## config.mk

```make
export PLATFORM = sky130hd
export DESIGN_NAME = reader_writer_lock_manager_top_flat
export DESIGN_NICKNAME = d
export VERILOG_FILES = /design/src/design/rwl_pkg.sv /design/src/design/rwl_req_if.sv /design/src/design/rwl_rsp_if.sv /design/src/design/rwl_cell.sv /design/src/design/rwl_chain.sv /design/src/design/reader_writer_lock_manager_top.sv /design/src/flat_wrapper.sv
export SDC_FILE = /design/constraint.sdc
export NUM_CORES = 1
export LEC_CHECK = 0
export BUFFER_PORTS_ARGS = -buffer_cell sky130_fd_sc_hd__buf_2
export CAP_MARGIN = 40
export CORE_ASPECT_RATIO = 0.9
export CORE_UTILIZATION = 50
export CTS_BUF_LIST = sky130_fd_sc_hd__clkbuf_16
export DETAILED_ROUTE_END_ITERATION = 10
export HOLD_SLACK_MARGIN = 0.15
export PLACE_DENSITY = 0.69
export SLEW_MARGIN = 25
export SYNTH_ARGS = -nofsm -noshare
export SYNTH_HDL_FRONTEND = slang
export SYNTH_SLANG_ARGS = --single-unit
```

## constraint.sdc

```tcl
create_clock -name clk -period 3.5 [get_ports clk]
set_input_delay 0.875 -clock clk [delete_from_list [all_inputs] [get_ports clk]]
set_output_delay 0.875 -clock clk [all_outputs]
set_load 0.01 [all_outputs]
```

## src/design/rwl_pkg.sv

```systemverilog
// ---------------------------------------------------------------------------
// rwl_pkg
// shared types, codes and defaults of the reader-writer lock manager
// ---------------------------------------------------------------------------
`default_nettype none

package rwl_pkg;

	localparam int QUEUE_DEPTH_DEF = 16;
	localparam int ID_BITS_DEF     = 8;
	localparam int COUNT_BITS_DEF  = 8;

	localparam int FUNC_W   = 2;
	localparam int ID_W     = 8;
	localparam int STATUS_W = 3;
	localparam int HOLD_W   = 8;

	typedef enum logic [FUNC_W-1:0] {
		FUNC_LOCK_SH = 2'd0,
		FUNC_LOCK_EX = 2'd1,
		FUNC_TRY_EX  = 2'd2,
		FUNC_UNLOCK  = 2'd3
	} func_t;

	typedef enum logic [STATUS_W-1:0] {
		ST_GRANTED     = 3'd0,
		ST_QUEUED      = 3'd1,
		ST_TRY_REFUSED = 3'd2,
		ST_QUEUE_FULL  = 3'd3,
		ST_RELEASED    = 3'd4,
		ST_REL_ERROR   = 3'd5,
		ST_OVERFLOW    = 3'd6
	} status_t;

	typedef enum logic {
		KIND_REPLY = 1'b0,
		KIND_WAKE  = 1'b1
	} kind_t;

	typedef struct packed {
		logic pop;
		logic enq;
		logic enq_excl;
	} q_ctl_t;

endpackage

`default_nettype wire

```

## src/design/rwl_req_if.sv

```systemverilog
// ---------------------------------------------------------------------------
// rwl_req_if
// request channel of the lock manager: operation and requester id
// ---------------------------------------------------------------------------
`default_nettype none

interface rwl_req_if import rwl_pkg::*; ();

	logic              valid;
	logic              ready;
	logic [FUNC_W-1:0] func;
	logic [ID_W-1:0]   requester_id;

	modport source (output valid, output func, output requester_id, input ready);
	modport sink   (input valid, input func, input requester_id, output ready);

endinterface

`default_nettype wire

```

## src/design/rwl_rsp_if.sv

```systemverilog
// ---------------------------------------------------------------------------
// rwl_rsp_if
// result channel of the lock manager: replies and wake grants
// ---------------------------------------------------------------------------
`default_nettype none

interface rwl_rsp_if import rwl_pkg::*; ();

	logic                valid;
	logic                ready;
	logic                reply_kind;
	logic [ID_W-1:0]     target_id;
	logic [STATUS_W-1:0] status;
	logic                exclusive_held;
	logic                requester_owns;
	logic [HOLD_W-1:0]   hold_count;
	logic                last;

	modport source (
		output valid, output reply_kind, output target_id, output status,
		output exclusive_held, output requester_owns, output hold_count,
		output last, input ready
	);
	modport sink (
		input valid, input reply_kind, input target_id, input status,
		input exclusive_held, input requester_owns, input hold_count,
		input last, output ready
	);

endinterface

`default_nettype wire

```

## src/design/rwl_cell.sv

```systemverilog
// ---------------------------------------------------------------------------
// rwl_cell
// one waiter slot: id, exclusive flag and length of the shared run behind it
// ---------------------------------------------------------------------------
`default_nettype none

module rwl_cell import rwl_pkg::*; #(
	parameter int ID_BITS  = ID_BITS_DEF,
	parameter int RUN_BITS = 5
) (
	input  logic                clk,
	input  q_ctl_t              ctl,
	input  logic                live,
	input  logic                at_tail,
	input  logic [ID_BITS-1:0]  enq_id,
	input  logic                nxt_excl,
	input  logic [ID_BITS-1:0]  nxt_id,
	input  logic [RUN_BITS-1:0] nxt_run,
	input  logic                nxt_reach,
	output logic                excl,
	output logic [ID_BITS-1:0]  id,
	output logic [RUN_BITS-1:0] run,
	output logic                reach
);

	logic                excl_q;
	logic [ID_BITS-1:0]  id_q;
	logic [RUN_BITS-1:0] run_q;
	logic                reach_q;

	// run_q: shared waiters starting here, reach_q: that run extends to the tail
	always_ff @(posedge clk) begin
		if (ctl.pop) begin
			excl_q  <= nxt_excl;
			id_q    <= nxt_id;
			run_q   <= nxt_run;
			reach_q <= nxt_reach;
		end else if (ctl.enq) begin
			if (at_tail) begin
				excl_q  <= ctl.enq_excl;
				id_q    <= enq_id;
				run_q   <= ctl.enq_excl ? '0 : RUN_BITS'(1);
				reach_q <= !ctl.enq_excl;
			end else if (live) begin
				if (ctl.enq_excl) begin
					reach_q <= 1'b0;
				end else if (reach_q) begin
					run_q <= run_q + RUN_BITS'(1);
				end
			end
		end
	end

	assign excl  = excl_q;
	assign id    = id_q;
	assign run   = run_q;
	assign reach = reach_q;

endmodule

`default_nettype wire

```

## src/design/rwl_chain.sv

```systemverilog
// ---------------------------------------------------------------------------
// rwl_chain
// waiter queue as a row of cells shifting toward the head on each pop
// ---------------------------------------------------------------------------
`default_nettype none

module rwl_chain import rwl_pkg::*; #(
	parameter int QUEUE_DEPTH = QUEUE_DEPTH_DEF,
	parameter int ID_BITS     = ID_BITS_DEF
) (
	input  logic                                  clk,
	input  logic                                  arst_n,
	input  q_ctl_t                                ctl,
	input  logic [ID_BITS-1:0]                    enq_id,
	output logic                                  head_excl,
	output logic [ID_BITS-1:0]                    head_id,
	output logic [$clog2(QUEUE_DEPTH + 1)-1:0]    head_run,
	output logic                                  empty,
	output logic                                  full
);

	localparam int OCC_BITS = $clog2(QUEUE_DEPTH + 1);

	logic [OCC_BITS-1:0] occ_q;

	logic                excl_w  [QUEUE_DEPTH];
	logic [ID_BITS-1:0]  id_w    [QUEUE_DEPTH];
	logic [OCC_BITS-1:0] run_w   [QUEUE_DEPTH];
	logic                reach_w [QUEUE_DEPTH];

	for (genvar i = 0; i < QUEUE_DEPTH; i++) begin : g_cell
		logic                nx_excl;
		logic [ID_BITS-1:0]  nx_id;
		logic [OCC_BITS-1:0] nx_run;
		logic                nx_reach;

		if (i == QUEUE_DEPTH - 1) begin : g_end
			assign nx_excl  = 1'b0;
			assign nx_id    = '0;
			assign nx_run   = '0;
			assign nx_reach = 1'b0;
		end else begin : g_mid
			assign nx_excl  = excl_w[i+1];
			assign nx_id    = id_w[i+1];
			assign nx_run   = run_w[i+1];
			assign nx_reach = reach_w[i+1];
		end

		rwl_cell #(
			.ID_BITS  (ID_BITS),
			.RUN_BITS (OCC_BITS)
		) u_cell (
			.clk       (clk),
			.ctl       (ctl),
			.live      (OCC_BITS'(i) < occ_q),
			.at_tail   (occ_q == OCC_BITS'(i)),
			.enq_id    (enq_id),
			.nxt_excl  (nx_excl),
			.nxt_id    (nx_id),
			.nxt_run   (nx_run),
			.nxt_reach (nx_reach),
			.excl      (excl_w[i]),
			.id        (id_w[i]),
			.run       (run_w[i]),
			.reach     (reach_w[i])
		);
	end

	always_ff @(posedge clk or negedge arst_n) begin
		if (!arst_n) begin
			occ_q <= '0;
		end else if (ctl.pop) begin
			occ_q <= occ_q - OCC_BITS'(1);
		end else if (ctl.enq) begin
			occ_q <= occ_q + OCC_BITS'(1);
		end
	end

	assign head_excl = excl_w[0];
	assign head_id   = id_w[0];
	assign head_run  = run_w[0];
	assign empty     = (occ_q == '0);
	assign full      = (occ_q == OCC_BITS'(QUEUE_DEPTH));

endmodule

`default_nettype wire

```

## src/design/reader_writer_lock_manager_top.sv

```systemverilog
// ---------------------------------------------------------------------------
// reader_writer_lock_manager_top
// reader-writer lock with recursive exclusive owner and a queue of waiters
// ---------------------------------------------------------------------------
// A request is taken and its reply, which already shows the hold count and
// owner as they stand after the whole step, is registered as it is taken;
// the next request is taken as soon as the reply register is free or being
// emptied. An unlock that drops the count to zero with waiters queued is
// followed by its wake grants, one per cycle while the result side takes
// them, each pop shifting the cell row of the waiter queue one place toward
// the head; no new request is taken until the last of its N wake grants is
// registered (N is 1 for an exclusive waiter, else the run of shared
// waiters at the head, capped at the maximum count).
// There is no clearing pass after reset.
// ---------------------------------------------------------------------------
`default_nettype none

module reader_writer_lock_manager_top import rwl_pkg::*; #(
	parameter int QUEUE_DEPTH = QUEUE_DEPTH_DEF,
	parameter int ID_BITS     = ID_BITS_DEF,
	parameter int COUNT_BITS  = COUNT_BITS_DEF
) (
	input  logic       clk,
	input  logic       arst_n,
	rwl_req_if.sink    req,
	rwl_rsp_if.source  rsp
);

	localparam int RUN_BITS = $clog2(QUEUE_DEPTH + 1);
	localparam int CMP_BITS = (RUN_BITS > COUNT_BITS) ? RUN_BITS : COUNT_BITS;
	localparam logic [COUNT_BITS-1:0] COUNT_MAX = '1;

	typedef enum logic {
		S_IDLE,
		S_WAKE
	} state_t;

	state_t              state_q;
	logic [COUNT_BITS-1:0] holds_q;
	logic                owner_valid_q;
	logic [ID_BITS-1:0]  owner_id_q;
	logic [RUN_BITS-1:0] wake_left_q;

	logic                out_valid_q;
	kind_t               out_kind_q;
	logic [ID_BITS-1:0]  out_target_q;
	status_t             out_status_q;
	logic                out_excl_q;
	logic                out_owns_q;
	logic [COUNT_BITS-1:0] out_holds_q;
	logic                out_last_q;

	q_ctl_t              q_ctl;
	logic                head_excl;
	logic [ID_BITS-1:0]  head_id;
	logic [RUN_BITS-1:0] head_run;
	logic                q_empty;
	logic                q_full;

	logic                out_free;
	logic                accept;
	func_t               func;
	logic [ID_BITS-1:0]  req_id;
	logic                req_owns;
	logic                holds_zero;
	logic                holds_max;
	logic [RUN_BITS-1:0] run_capped;

	logic [COUNT_BITS-1:0] holds_d;
	logic                owner_valid_d;
	logic [ID_BITS-1:0]  owner_id_d;
	status_t             status_d;
	logic                enq_d;
	logic                enq_excl_d;
	logic [RUN_BITS-1:0] wake_n;
	logic                owns_d;

	assign out_free   = !out_valid_q || rsp.ready;
	assign req.ready  = (state_q == S_IDLE) && out_free;
	assign accept     = req.valid && req.ready;
	assign func       = func_t'(req.func);
	assign req_id     = ID_BITS'(req.requester_id);
	assign req_owns   = owner_valid_q && (owner_id_q == req_id);
	assign holds_zero = (holds_q == '0);
	assign holds_max  = (holds_q == COUNT_MAX);
	assign run_capped = (CMP_BITS'(head_run) > CMP_BITS'(COUNT_MAX)) ?
		RUN_BITS'(COUNT_MAX) : head_run;

	always_comb begin
		holds_d       = holds_q;
		owner_valid_d = owner_valid_q;
		owner_id_d    = owner_id_q;
		status_d      = ST_GRANTED;
		enq_d         = 1'b0;
		enq_excl_d    = 1'b0;
		wake_n        = '0;
		unique case (func)
			FUNC_LOCK_SH: begin
				if (!holds_zero && owner_valid_q && !req_owns) begin
					if (q_full) begin
						status_d = ST_QUEUE_FULL;
					end else begin
						status_d = ST_QUEUED;
						enq_d    = 1'b1;
					end
				end else if (holds_max) begin
					status_d = ST_OVERFLOW;
				end else begin
					holds_d = holds_q + COUNT_BITS'(1);
				end
			end
			FUNC_LOCK_EX, FUNC_TRY_EX: begin
				if (!holds_zero && !req_owns) begin
					if (func == FUNC_TRY_EX) begin
						status_d = ST_TRY_REFUSED;
					end else if (q_full) begin
						status_d = ST_QUEUE_FULL;
					end else begin
						status_d   = ST_QUEUED;
						enq_d      = 1'b1;
						enq_excl_d = 1'b1;
					end
				end else if (holds_max) begin
					status_d = ST_OVERFLOW;
				end else begin
					holds_d       = holds_q + COUNT_BITS'(1);
					owner_valid_d = 1'b1;
					owner_id_d    = req_id;
				end
			end
			FUNC_UNLOCK: begin
				if (holds_zero) begin
					status_d = ST_REL_ERROR;
				end else begin
					status_d = ST_RELEASED;
					holds_d  = holds_q - COUNT_BITS'(1);
					if (holds_q == COUNT_BITS'(1)) begin
						if (q_empty) begin
							owner_valid_d = 1'b0;
						end else if (head_excl) begin
							holds_d       = COUNT_BITS'(1);
							owner_valid_d = 1'b1;
							owner_id_d    = head_id;
							wake_n        = RUN_BITS'(1);
						end else begin
							holds_d       = COUNT_BITS'(run_capped);
							owner_valid_d = 1'b0;
							owner_id_d    = '0;
							wake_n        = run_capped;
						end
					end
				end
			end
		endcase
	end

	assign owns_d = owner_valid_d && (owner_id_d == req_id);

	assign q_ctl.pop      = (state_q == S_WAKE) && out_free;
	assign q_ctl.enq      = accept && enq_d;
	assign q_ctl.enq_excl = enq_excl_d;

	rwl_chain #(
		.QUEUE_DEPTH (QUEUE_DEPTH),
		.ID_BITS     (ID_BITS)
	) u_chain (
		.clk       (clk),
		.arst_n    (arst_n),
		.ctl       (q_ctl),
		.enq_id    (req_id),
		.head_excl (head_excl),
		.head_id   (head_id),
		.head_run  (head_run),
		.empty     (q_empty),
		.full      (q_full)
	);

	always_ff @(posedge clk or negedge arst_n) begin
		if (!arst_n) begin
			state_q       <= S_IDLE;
			holds_q       <= '0;
			owner_valid_q <= 1'b0;
			owner_id_q    <= '0;
			wake_left_q   <= '0;
			out_valid_q   <= 1'b0;
		end else begin
			unique case (state_q)
				S_IDLE: begin
					if (accept) begin
						holds_q       <= holds_d;
						owner_valid_q <= owner_valid_d;
						owner_id_q    <= owner_id_d;
						wake_left_q   <= wake_n;
						out_valid_q   <= 1'b1;
						out_kind_q    <= KIND_REPLY;
						out_target_q  <= req_id;
						out_status_q  <= status_d;
						out_excl_q    <= owner_valid_d;
						out_owns_q    <= owns_d;
						out_holds_q   <= holds_d;
						out_last_q    <= (wake_n == '0);
						if (wake_n != '0) begin
							state_q <= S_WAKE;
						end
					end else if (rsp.ready) begin
						out_valid_q <= 1'b0;
					end
				end
				S_WAKE: begin
					if (out_free) begin
						out_valid_q  <= 1'b1;
						out_kind_q   <= KIND_WAKE;
						out_target_q <= head_id;
						out_status_q <= ST_GRANTED;
						out_excl_q   <= owner_valid_q;
						out_owns_q   <= owner_valid_q && (owner_id_q == head_id);
						out_holds_q  <= holds_q;
						out_last_q   <= (wake_left_q == RUN_BITS'(1));
						wake_left_q  <= wake_left_q - RUN_BITS'(1);
						if (wake_left_q == RUN_BITS'(1)) begin
							state_q <= S_IDLE;
						end
					end
				end
			endcase
		end
	end

	assign rsp.valid          = out_valid_q;
	assign rsp.reply_kind     = out_kind_q;
	assign rsp.target_id      = ID_W'(out_target_q);
	assign rsp.status         = out_status_q;
	assign rsp.exclusive_held = out_excl_q;
	assign rsp.requester_owns = out_owns_q;
	assign rsp.hold_count     = HOLD_W'(out_holds_q);
	assign rsp.last           = out_last_q;

endmodule

`default_nettype wire

```

## src/flat_wrapper.sv

```systemverilog
// flat-port wrapper written by rule: the top's interface ports become plain ports
module reader_writer_lock_manager_top_flat import rwl_pkg::*;
#(
	parameter int QUEUE_DEPTH = QUEUE_DEPTH_DEF,
	parameter int ID_BITS     = ID_BITS_DEF,
	parameter int COUNT_BITS  = COUNT_BITS_DEF
)
  (clk, arst_n, req_valid, req_func, req_requester_id, req_ready, rsp_valid, rsp_reply_kind, rsp_target_id, rsp_status, rsp_exclusive_held, rsp_requester_owns, rsp_hold_count, rsp_last, rsp_ready);
  rwl_req_if req_i ();
  rwl_rsp_if rsp_i ();
  input  logic clk;
  input  logic arst_n;
  input wire logic [$bits(req_i.valid)-1:0] req_valid;
  input wire logic [$bits(req_i.func)-1:0] req_func;
  input wire logic [$bits(req_i.requester_id)-1:0] req_requester_id;
  output wire logic [$bits(req_i.ready)-1:0] req_ready;
  output wire logic [$bits(rsp_i.valid)-1:0] rsp_valid;
  output wire logic [$bits(rsp_i.reply_kind)-1:0] rsp_reply_kind;
  output wire logic [$bits(rsp_i.target_id)-1:0] rsp_target_id;
  output wire logic [$bits(rsp_i.status)-1:0] rsp_status;
  output wire logic [$bits(rsp_i.exclusive_held)-1:0] rsp_exclusive_held;
  output wire logic [$bits(rsp_i.requester_owns)-1:0] rsp_requester_owns;
  output wire logic [$bits(rsp_i.hold_count)-1:0] rsp_hold_count;
  output wire logic [$bits(rsp_i.last)-1:0] rsp_last;
  input wire logic [$bits(rsp_i.ready)-1:0] rsp_ready;
  assign req_i.valid = req_valid;
  assign req_i.func = req_func;
  assign req_i.requester_id = req_requester_id;
  assign req_ready = req_i.ready;
  assign rsp_valid = rsp_i.valid;
  assign rsp_reply_kind = rsp_i.reply_kind;
  assign rsp_target_id = rsp_i.target_id;
  assign rsp_status = rsp_i.status;
  assign rsp_exclusive_held = rsp_i.exclusive_held;
  assign rsp_requester_owns = rsp_i.requester_owns;
  assign rsp_hold_count = rsp_i.hold_count;
  assign rsp_last = rsp_i.last;
  assign rsp_i.ready = rsp_ready;
  reader_writer_lock_manager_top #(.QUEUE_DEPTH(QUEUE_DEPTH), .ID_BITS(ID_BITS), .COUNT_BITS(COUNT_BITS)) u_core (.clk(clk), .arst_n(arst_n), .req(req_i), .rsp(rsp_i));
endmodule
```

### After elaboration in Yosys (flattened, before gate mapping)

Cells that the tools add are included.

| operators by class | value |
|---|---|
| bitwise operators | 1 |
| add/sub/neg operators | 21 |
| reductions and logical operators | 137 |
| equal/unequal tests | 44 |
| order comparisons | 16 |
| multiplexer cells | 322 |

Operator list:

| kind | count |
|---|---|
| $mux 5 | 104 |
| $mux 8 | 61 |
| $mux 1 | 135 |
| $reduce_bool 3->1 | 45 |
| $add 5x1->5 const B | 17 |
| $reduce_and 4->1 | 16 |
| $reduce_and 3->1 | 17 |
| $pmux 8 s2 | 3 |
| $ne 3x2->1 const B | 15 |
| $eq 5x4->1 const B | 8 |
| $lt 4x5->1 const A | 8 |
| $reduce_and 2->1 | 19 |
| $reduce_bool 2->1 | 19 |
| $eq 8x8->1 | 3 |
| $pmux 8 s3 | 1 |
| $eq 5x3->1 const B | 4 |
| $lt 3x5->1 const A | 4 |
| $pmux 1 s2 | 8 |
| $mux 3 | 5 |
| $eq 5x1->1 const B | 2 |
| $eq 5x2->1 const B | 2 |
| $logic_and 1x1->1 | 10 |
| $logic_not 5->1 | 2 |
| $lt 1x5->1 const A | 2 |
| 23 further kinds | 31 |

| storage, ports and cells | value |
|---|---|
| register bits after elaboration | 292 |
| word-level logic and storage cells | 619 |
| bits of input ports | 14 |

### Depth between registers and ports, before layout

| logic depth | value |
|---|---|
| depth after elaboration | 11 |
| depth in mapped cells | 13 |

### Modules after synthesis

From an unflattened synthesis, not the netlist that was laid out.

| unflattened totals | value |
|---|---|
| cells, all modules | 1338 |
| area total of the unflattened synthesis | 16403.2 µm² |

Modules (own cells, without submodules):

| module | cells each | sequential area each (µm²) | area each (µm²) | times used |
|---|---|---|---|---|
| rwl_cell | 49 | 450.4 | 742.0 | 16 |
| reader_writer_lock_manager_top | 470 | 1291.2 | 3930.0 | 1 |
| rwl_chain | 84 | 125.1 | 601.8 | 1 |

### Worst setup path before layout

No wires, ideal clock.

| timing path | value |
|---|---|
| path kind | in2reg |
| from | input req_requester_id[5] |
| to | register u_core.u_chain.g_cell[3].u_cell.excl_q, enable pin |
| data required time | 3122 ps |
| stages | 10 |
| slack | 73 ps |
| data arrival time | 3050 ps |
| setup time | 378 ps |
| cell sequence | clkbuf_1 -> xor2_1 -> nor4_2 -> a31oi_1 -> clkbuf_1 -> and2_1 -> clkbuf_1 -> nor2_1 -> clkbuf_1 -> a21oi_1 |

| on the way | value |
|---|---|
| word-level cells in the longest chain between the ends | 9 |

RTL lines:

| item | RTL line | RTL |
|---|---|---|
| start: declaration | flat_wrapper.sv:15 | `input wire logic [$bits(req_i.requester_id)-1:0] req_requester_id;` |
| $eq 8x8->1 (*) | reader_writer_lock_manager_top.sv:83 | `assign req_owns = owner_valid_q && (owner_id_q == req_id);` |
| $logic_and 1x1->1 (*) | reader_writer_lock_manager_top.sv:83 |  |
| $logic_not 1->1 (*) | reader_writer_lock_manager_top.sv:99, reader_writer_lock_manager_top.sv:113 |  |
| $logic_and 1x1->1, on equally long branches | reader_writer_lock_manager_top.sv:113, reader_writer_lock_manager_top.sv:99 |  |
| $mux 1, on equally long branches | reader_writer_lock_manager_top.sv:113, reader_writer_lock_manager_top.sv:99 |  |
| $pmux 1 s2 (*) | reader_writer_lock_manager_top.sv:97 | `unique case (func)` |
| $logic_and 1x1->1 (*) | reader_writer_lock_manager_top.sv:160 | `assign q_ctl.enq = accept && enq_d;` |
| $reduce_bool 2->1 (no source line) (*) | -- |  |
| $reduce_and 2->1 (no source line) (*) | -- |  |
| end signal: assignment | rwl_cell.sv:34 | `excl_q <= nxt_excl;` |
| end signal: assignment | rwl_cell.sv:40 | `excl_q <= ctl.enq_excl;` |
| end: declaration | rwl_cell.sv:26 | `logic excl_q;` |

Every way passes the cells marked *; elsewhere a longest branch is shown, timed or not.
A chain may end at the register's enable or synchronous reset.

### Worst setup path after layout

| timing path | value |
|---|---|
| from | register u_core.u_chain.occ_q[1] |
| to | register u_core.out_holds_q[3] (netlist: u_core.rsp.hold_count[3]), data pin |

| on the way | value |
|---|---|
| word-level cells in the longest chain between the ends | 7 |

RTL lines:

| item | RTL line | RTL |
|---|---|---|
| start: declaration | rwl_chain.sv:24 | `logic [OCC_BITS-1:0] occ_q;` |
| start signal: assignment | rwl_chain.sv:73 | `occ_q <= occ_q - OCC_BITS'(1);` |
| start signal: assignment | rwl_chain.sv:75 | `occ_q <= occ_q + OCC_BITS'(1);` |
| $logic_not 5->1 | rwl_chain.sv:82 | `assign empty = (occ_q == '0);` |
| $mux 8 | reader_writer_lock_manager_top.sv:138 | `if (q_empty) begin` |
| $mux 8 | reader_writer_lock_manager_top.sv:137 | `if (holds_q == COUNT_BITS'(1)) begin` |
| $mux 8 | reader_writer_lock_manager_top.sv:132 | `if (holds_zero) begin` |
| $pmux 8 s3 | reader_writer_lock_manager_top.sv:97 |  |
| $mux 8 | reader_writer_lock_manager_top.sv:189 | `if (accept) begin` |
| $pmux 8 s2 | reader_writer_lock_manager_top.sv:187 | `unique case (state_q)` |
| end signal: assignment | reader_writer_lock_manager_top.sv:200 | `out_holds_q <= holds_d;` |
| end signal: assignment | reader_writer_lock_manager_top.sv:217 | `out_holds_q <= holds_q;` |
| end: declaration | reader_writer_lock_manager_top.sv:50 | `logic [COUNT_BITS-1:0] out_holds_q;` |

No other way between the ends. The select of a mux whose other input is x is not followed.

==> run summary <==
max frequency: 307 MHz
Fin. Hold Viols: 0
routed wirelength normalized by instance count: 19.1 um
critical path start-end classification: reg2reg
Diodes inserted: 0
antenna violations before repair: 1
Syn-to-layout area delta: 13.6%
Internal: 8.42 mW
CTS H-tree depth: 1
first-pass detailed-route iteration total: 5
Pins Over Slew Limit: 0
crit-path max cell delay: 0.59 ns
DP Area: 0.0161 mm2
Synth Warn #: 0
part of the power in combinational logic: 37.3%
worst skew pair latency: 0.58 ns
Reg2Reg Depth: 10
crit path cell chain: inv_1, ha_1, or4b_4, a21oi_2, o31ai_4, or4_4, nand4_1, a21oi_1, a311o_1, o21ai_1
final weighted congestion in routability-driven placement: 0.888
most frequent standard cell in the layout excluding fill and tap cells: sky130_fd_sc_hd__edfxtp_1
static leakage power: 6.92 nW
worst supply voltage drop on vdd: 0.000451 V
number of CTS-inserted buffers: 31
fraction of the yosys area taken by sequential cells: 56.5%
run status: finished, final reports clean
half-perimeter wire length after placement: 24,900 um
unrepaired setup endpoints after global routing: no
Clk network pwr share: 23.5%
number of global-route vias before repair: 10,700
signal arrival time at the worst endpoint: 3.68 ns
via/cell ratio: 5.84
number of enable-type register cells in the synthesized netlist: 248
final-report setup violation count: 0
busiest layer in global routing: met2
Die Y-Extent: 166 um
Port Buffer Count: 38
worst reg2reg endpoint: u_core.rsp.hold_count[3]
maximum root-to-sink buffer count: 3
element type at the critical path start: flip-flop
global-route track usage on met3: 2.92%
net count of the mapped netlist: 1,445
row count: 59
data required time of the worst path: 3.92 ns
CTS tree: done
Least-Margin Pin Slew: 0.737 ns
Post-CTS Setup Inserts: 0
post-route ant nets: 0
clock sink count: 292
grt met2 use: 36.4%
Cell variety after synth: 75
DIE AREA: 0.0307 mm2
Psw: 4.87 mW
cell with the biggest individual delay on the critical path: sky130_fd_sc_hd__or4b_4
Flop pwr share: 39.1%
aggregate global routing overflow: 0
Avg Cell Area, Syn: 10.7 um2
final worst-path cycle share: 93.2%
Hold Path Class: in2async
DRC errors left: 0
largest fanout on the critical path: 10
synthesized instance count: 1,400
number of DRC violations after detailed-routing iteration 0: 1,111
effective utilization at floorplan: 51.3%
maximum number of pins on one net before global-route repair: 68
fraction of final layout cells with drive strength greater than 1: 13.8%
CTS Root Buffer Type: sky130_fd_sc_hd__clkbuf_16
overall fraction of global-route tracks in use: 23.8%
minimum period implied by the final worst setup slack: 3.26 ns
Synth Register Bits: 292
Mapped Area: 0.0150 mm2
most common flop cell mapped by yosys: sky130_fd_sc_hd__edfxtp_1
routed vias: 11,000
share of synthesized flip-flops with an asynchronous set or reset: 9.93%
total core area: 0.0292 mm2
endpoint type of the worst setup path: flip-flop
non-filler instance count after layout: 1,884
buffers and inverters on the worst path: 1
Reg2Reg Launch Point: u_core.u_chain.occ_q[1]
Clock Pin Slew Worst Setup and Hold Paths: 0.07 ns
Power Dens Cells: 780 mW/mm2
max-cap viol count: 0
most frequent cells in the layout: 248 x sky130_fd_sc_hd__edfxtp_1, 198 x sky130_fd_sc_hd__nand2_1, 142 x sky130_fd_sc_hd__a21o_1, 89 x sky130_fd_sc_hd__buf_4, 83 x sky130_fd_sc_hd__o21ai_0
final WL: 36,000 um
placed instance count: 1,825
Post-Route Skew: 0.0163 ns
number of I/O pins: 39
setup slack on the worst flop-to-flop path: 0.24 ns
Global Route met1 Usage: 36.2%
Net Sw Frac: 36.7%
minimum hold slack: 0.347 ns
global-route wire length before repair: 58,300 um
die span in x: 185 um
final design instance area without fill: 0.0170 mm2
relative max-transition margin: 50.7%
Final Net Count: 1,508
CP top delay family: simple AND/OR/NAND/NOR gates
## logic make-up after synthesis
logic type / after synthesis / share of synthesized area (%)
XOR/XNOR: 71 / 4.15
multiplexers: 15 / 1.08
AO/OA/AOI/OAI: 428 / 19.2
AND/OR/NAND/NOR: 438 / 13.3
buffers and inverters: 125 / 3.24
flip-flops: 292 / 56.5
adder cells (fa/ha/maj): 31 / 2.59
## repair_timing
action,CTS,global route
setup endpoints to repair,0,2
hold buffers,0,0
resized for setup,0,1
## area by class of cell
cell class,count,area [um2]
Clock buffer,32,801
Clock inverter,26,163
Fill cell,2511,12200
Inverter,22,82.6
Multi-Input combinational cell,983,6060
Sequential cell,292,8470
Tap cell,396,495
Timing Repair Buffer,133,963
## worst register-to-register path, cell delays in order (launching register included)
cell                      delay (ns)
sky130_fd_sc_hd__dfrtp_1        0.49
sky130_fd_sc_hd__inv_1          0.13
sky130_fd_sc_hd__ha_1           0.33
sky130_fd_sc_hd__or4b_4         0.59
sky130_fd_sc_hd__a21oi_2        0.22
sky130_fd_sc_hd__o31ai_4        0.13
sky130_fd_sc_hd__or4_4          0.48
sky130_fd_sc_hd__nand4_1        0.14
sky130_fd_sc_hd__a21oi_1        0.08
sky130_fd_sc_hd__a311o_1        0.35
sky130_fd_sc_hd__o21ai_1        0.16
## power by group through the flow
stage,logic (mW),clock network (mW),registers [mW]
detailed placement,4.91,0,5.26
global placement,4.84,0,5.24
global route,5.50,3.31,5.26
floorplan,3.42,0,5.14
finish,4.96,3.13,5.20
CTS,4.96,3.18,5.19
## cell usage after synthesis (3+ instances only)
library cell / n / area (um2)
sky130_fd_sc_hd__buf_1: 5 / 18.8
sky130_fd_sc_hd__nor4_1: 3 / 18.8
sky130_fd_sc_hd__o22ai_1: 8 / 50.1
sky130_fd_sc_hd__nor3_1: 15 / 75.1
sky130_fd_sc_hd__buf_2: 13 / 65.1
sky130_fd_sc_hd__mux2_2: 10 / 113
sky130_fd_sc_hd__nand4_1: 10 / 62.6
sky130_fd_sc_hd__dfxtp_1: 15 / 300
sky130_fd_sc_hd__and2_1: 13 / 81.3
sky130_fd_sc_hd__a31oi_1: 10 / 62.6
sky130_fd_sc_hd__nand3_1: 73 / 365
sky130_fd_sc_hd__o21bai_1: 3 / 22.5
sky130_fd_sc_hd__mux2i_1: 5 / 50.1
sky130_fd_sc_hd__a22o_1: 27 / 236
sky130_fd_sc_hd__a21oi_1: 81 / 405
sky130_fd_sc_hd__xnor2_1: 31 / 272
sky130_fd_sc_hd__a21o_1: 142 / 1070
sky130_fd_sc_hd__nor2b_1: 7 / 43.8
sky130_fd_sc_hd__o31ai_1: 20 / 150
sky130_fd_sc_hd__and3_1: 5 / 31.3
sky130_fd_sc_hd__xor2_1: 40 / 350
sky130_fd_sc_hd__a211oi_1: 4 / 30.0
sky130_fd_sc_hd__dfrtp_1: 29 / 726
sky130_fd_sc_hd__ha_1: 31 / 388
sky130_fd_sc_hd__a22oi_1: 12 / 90.1
sky130_fd_sc_hd__o21ai_0: 83 / 415
sky130_fd_sc_hd__nor2_1: 80 / 300
sky130_fd_sc_hd__nand2b_1: 4 / 25.0
sky130_fd_sc_hd__a32oi_1: 4 / 35.0
sky130_fd_sc_hd__clkbuf_1: 85 / 319
sky130_fd_sc_hd__edfxtp_1: 248 / 7450
sky130_fd_sc_hd__o21ai_1: 5 / 25.0
sky130_fd_sc_hd__nor3b_1: 3 / 22.5
sky130_fd_sc_hd__nand2_1: 199 / 747
sky130_fd_sc_hd__or3_1: 5 / 31.3
sky130_fd_sc_hd__inv_1: 21 / 78.8
## state kept, by name (all words and copies together), names as in the netlist, 3 cells and up
name and cells:
u_core.u_chain.g_cell.u_cell.id 128, u_core.u_chain.g_cell.u_cell.run 80, u_core.u_chain.g_cell.u_cell.excl 16, u_core.u_chain.g_cell.u_cell.reach 16
u_core.holds_q 8, u_core.owner_id_q 8, u_core.rsp.hold_count 8, u_core.rsp.target_id 8
u_core.u_chain.occ_q 5, u_core.wake_left_q 5, u_core.rsp.status 3
## worst max-delay path by stage
stage | from | to | slack, ns | cells past startpoint
6_report | u_core.u_chain.occ_q[1] | u_core.rsp.hold_count[3] | 0.24 | 10
5_1_grt | u_core.u_chain.occ_q[1] | u_core.u_chain.g_cell[9].u_cell.run[0] | 0.07 | 9
4_1_cts | u_core.u_chain.occ_q[1] | u_core.rsp.hold_count[3] | 0.12 | 10
3_5_place_dp | req_requester_id[3] | u_core.rsp.hold_count[4] | 0.1 | 12
3_3_place_gp | req_requester_id[3] | u_core.u_chain.g_cell[5].u_cell.run[4] | -0.11 | 9
2_1_floorplan | req_requester_id[5] | u_core.u_chain.g_cell[3].u_cell.excl | 0.07 | 10
## layer usage
layer	wire length, um	vias up	share of wire (%)
met5	14	-	0.039
met4	727	2	2.0
met3	1900	50	5.3
met2	16000	320	45
met1	17300	5352	48
li1	-	5271	-
## metrics by stage
| stage | total power [mW] | setup WS, ns | util [%] | TNS (ns) |
|---|---|---|---|---|
| 3_5_place_dp | 10.2 | 0.0986 | 55.0 | 0 |
| 2_1_floorplan | 8.56 | 0.0727 | - | 0 |
| 4_1_cts | 13.3 | 0.116 | 58.3 | 0 |
| 3_3_place_gp | 10.1 | -0.112 | 54.9 | -6.96 |
| 6_report | 13.3 | 0.238 | 58.3 | 0 |
| 5_1_grt | 14.1 | 0.0739 | 58.3 | 0 |
(Power assumes the default switching activity.)
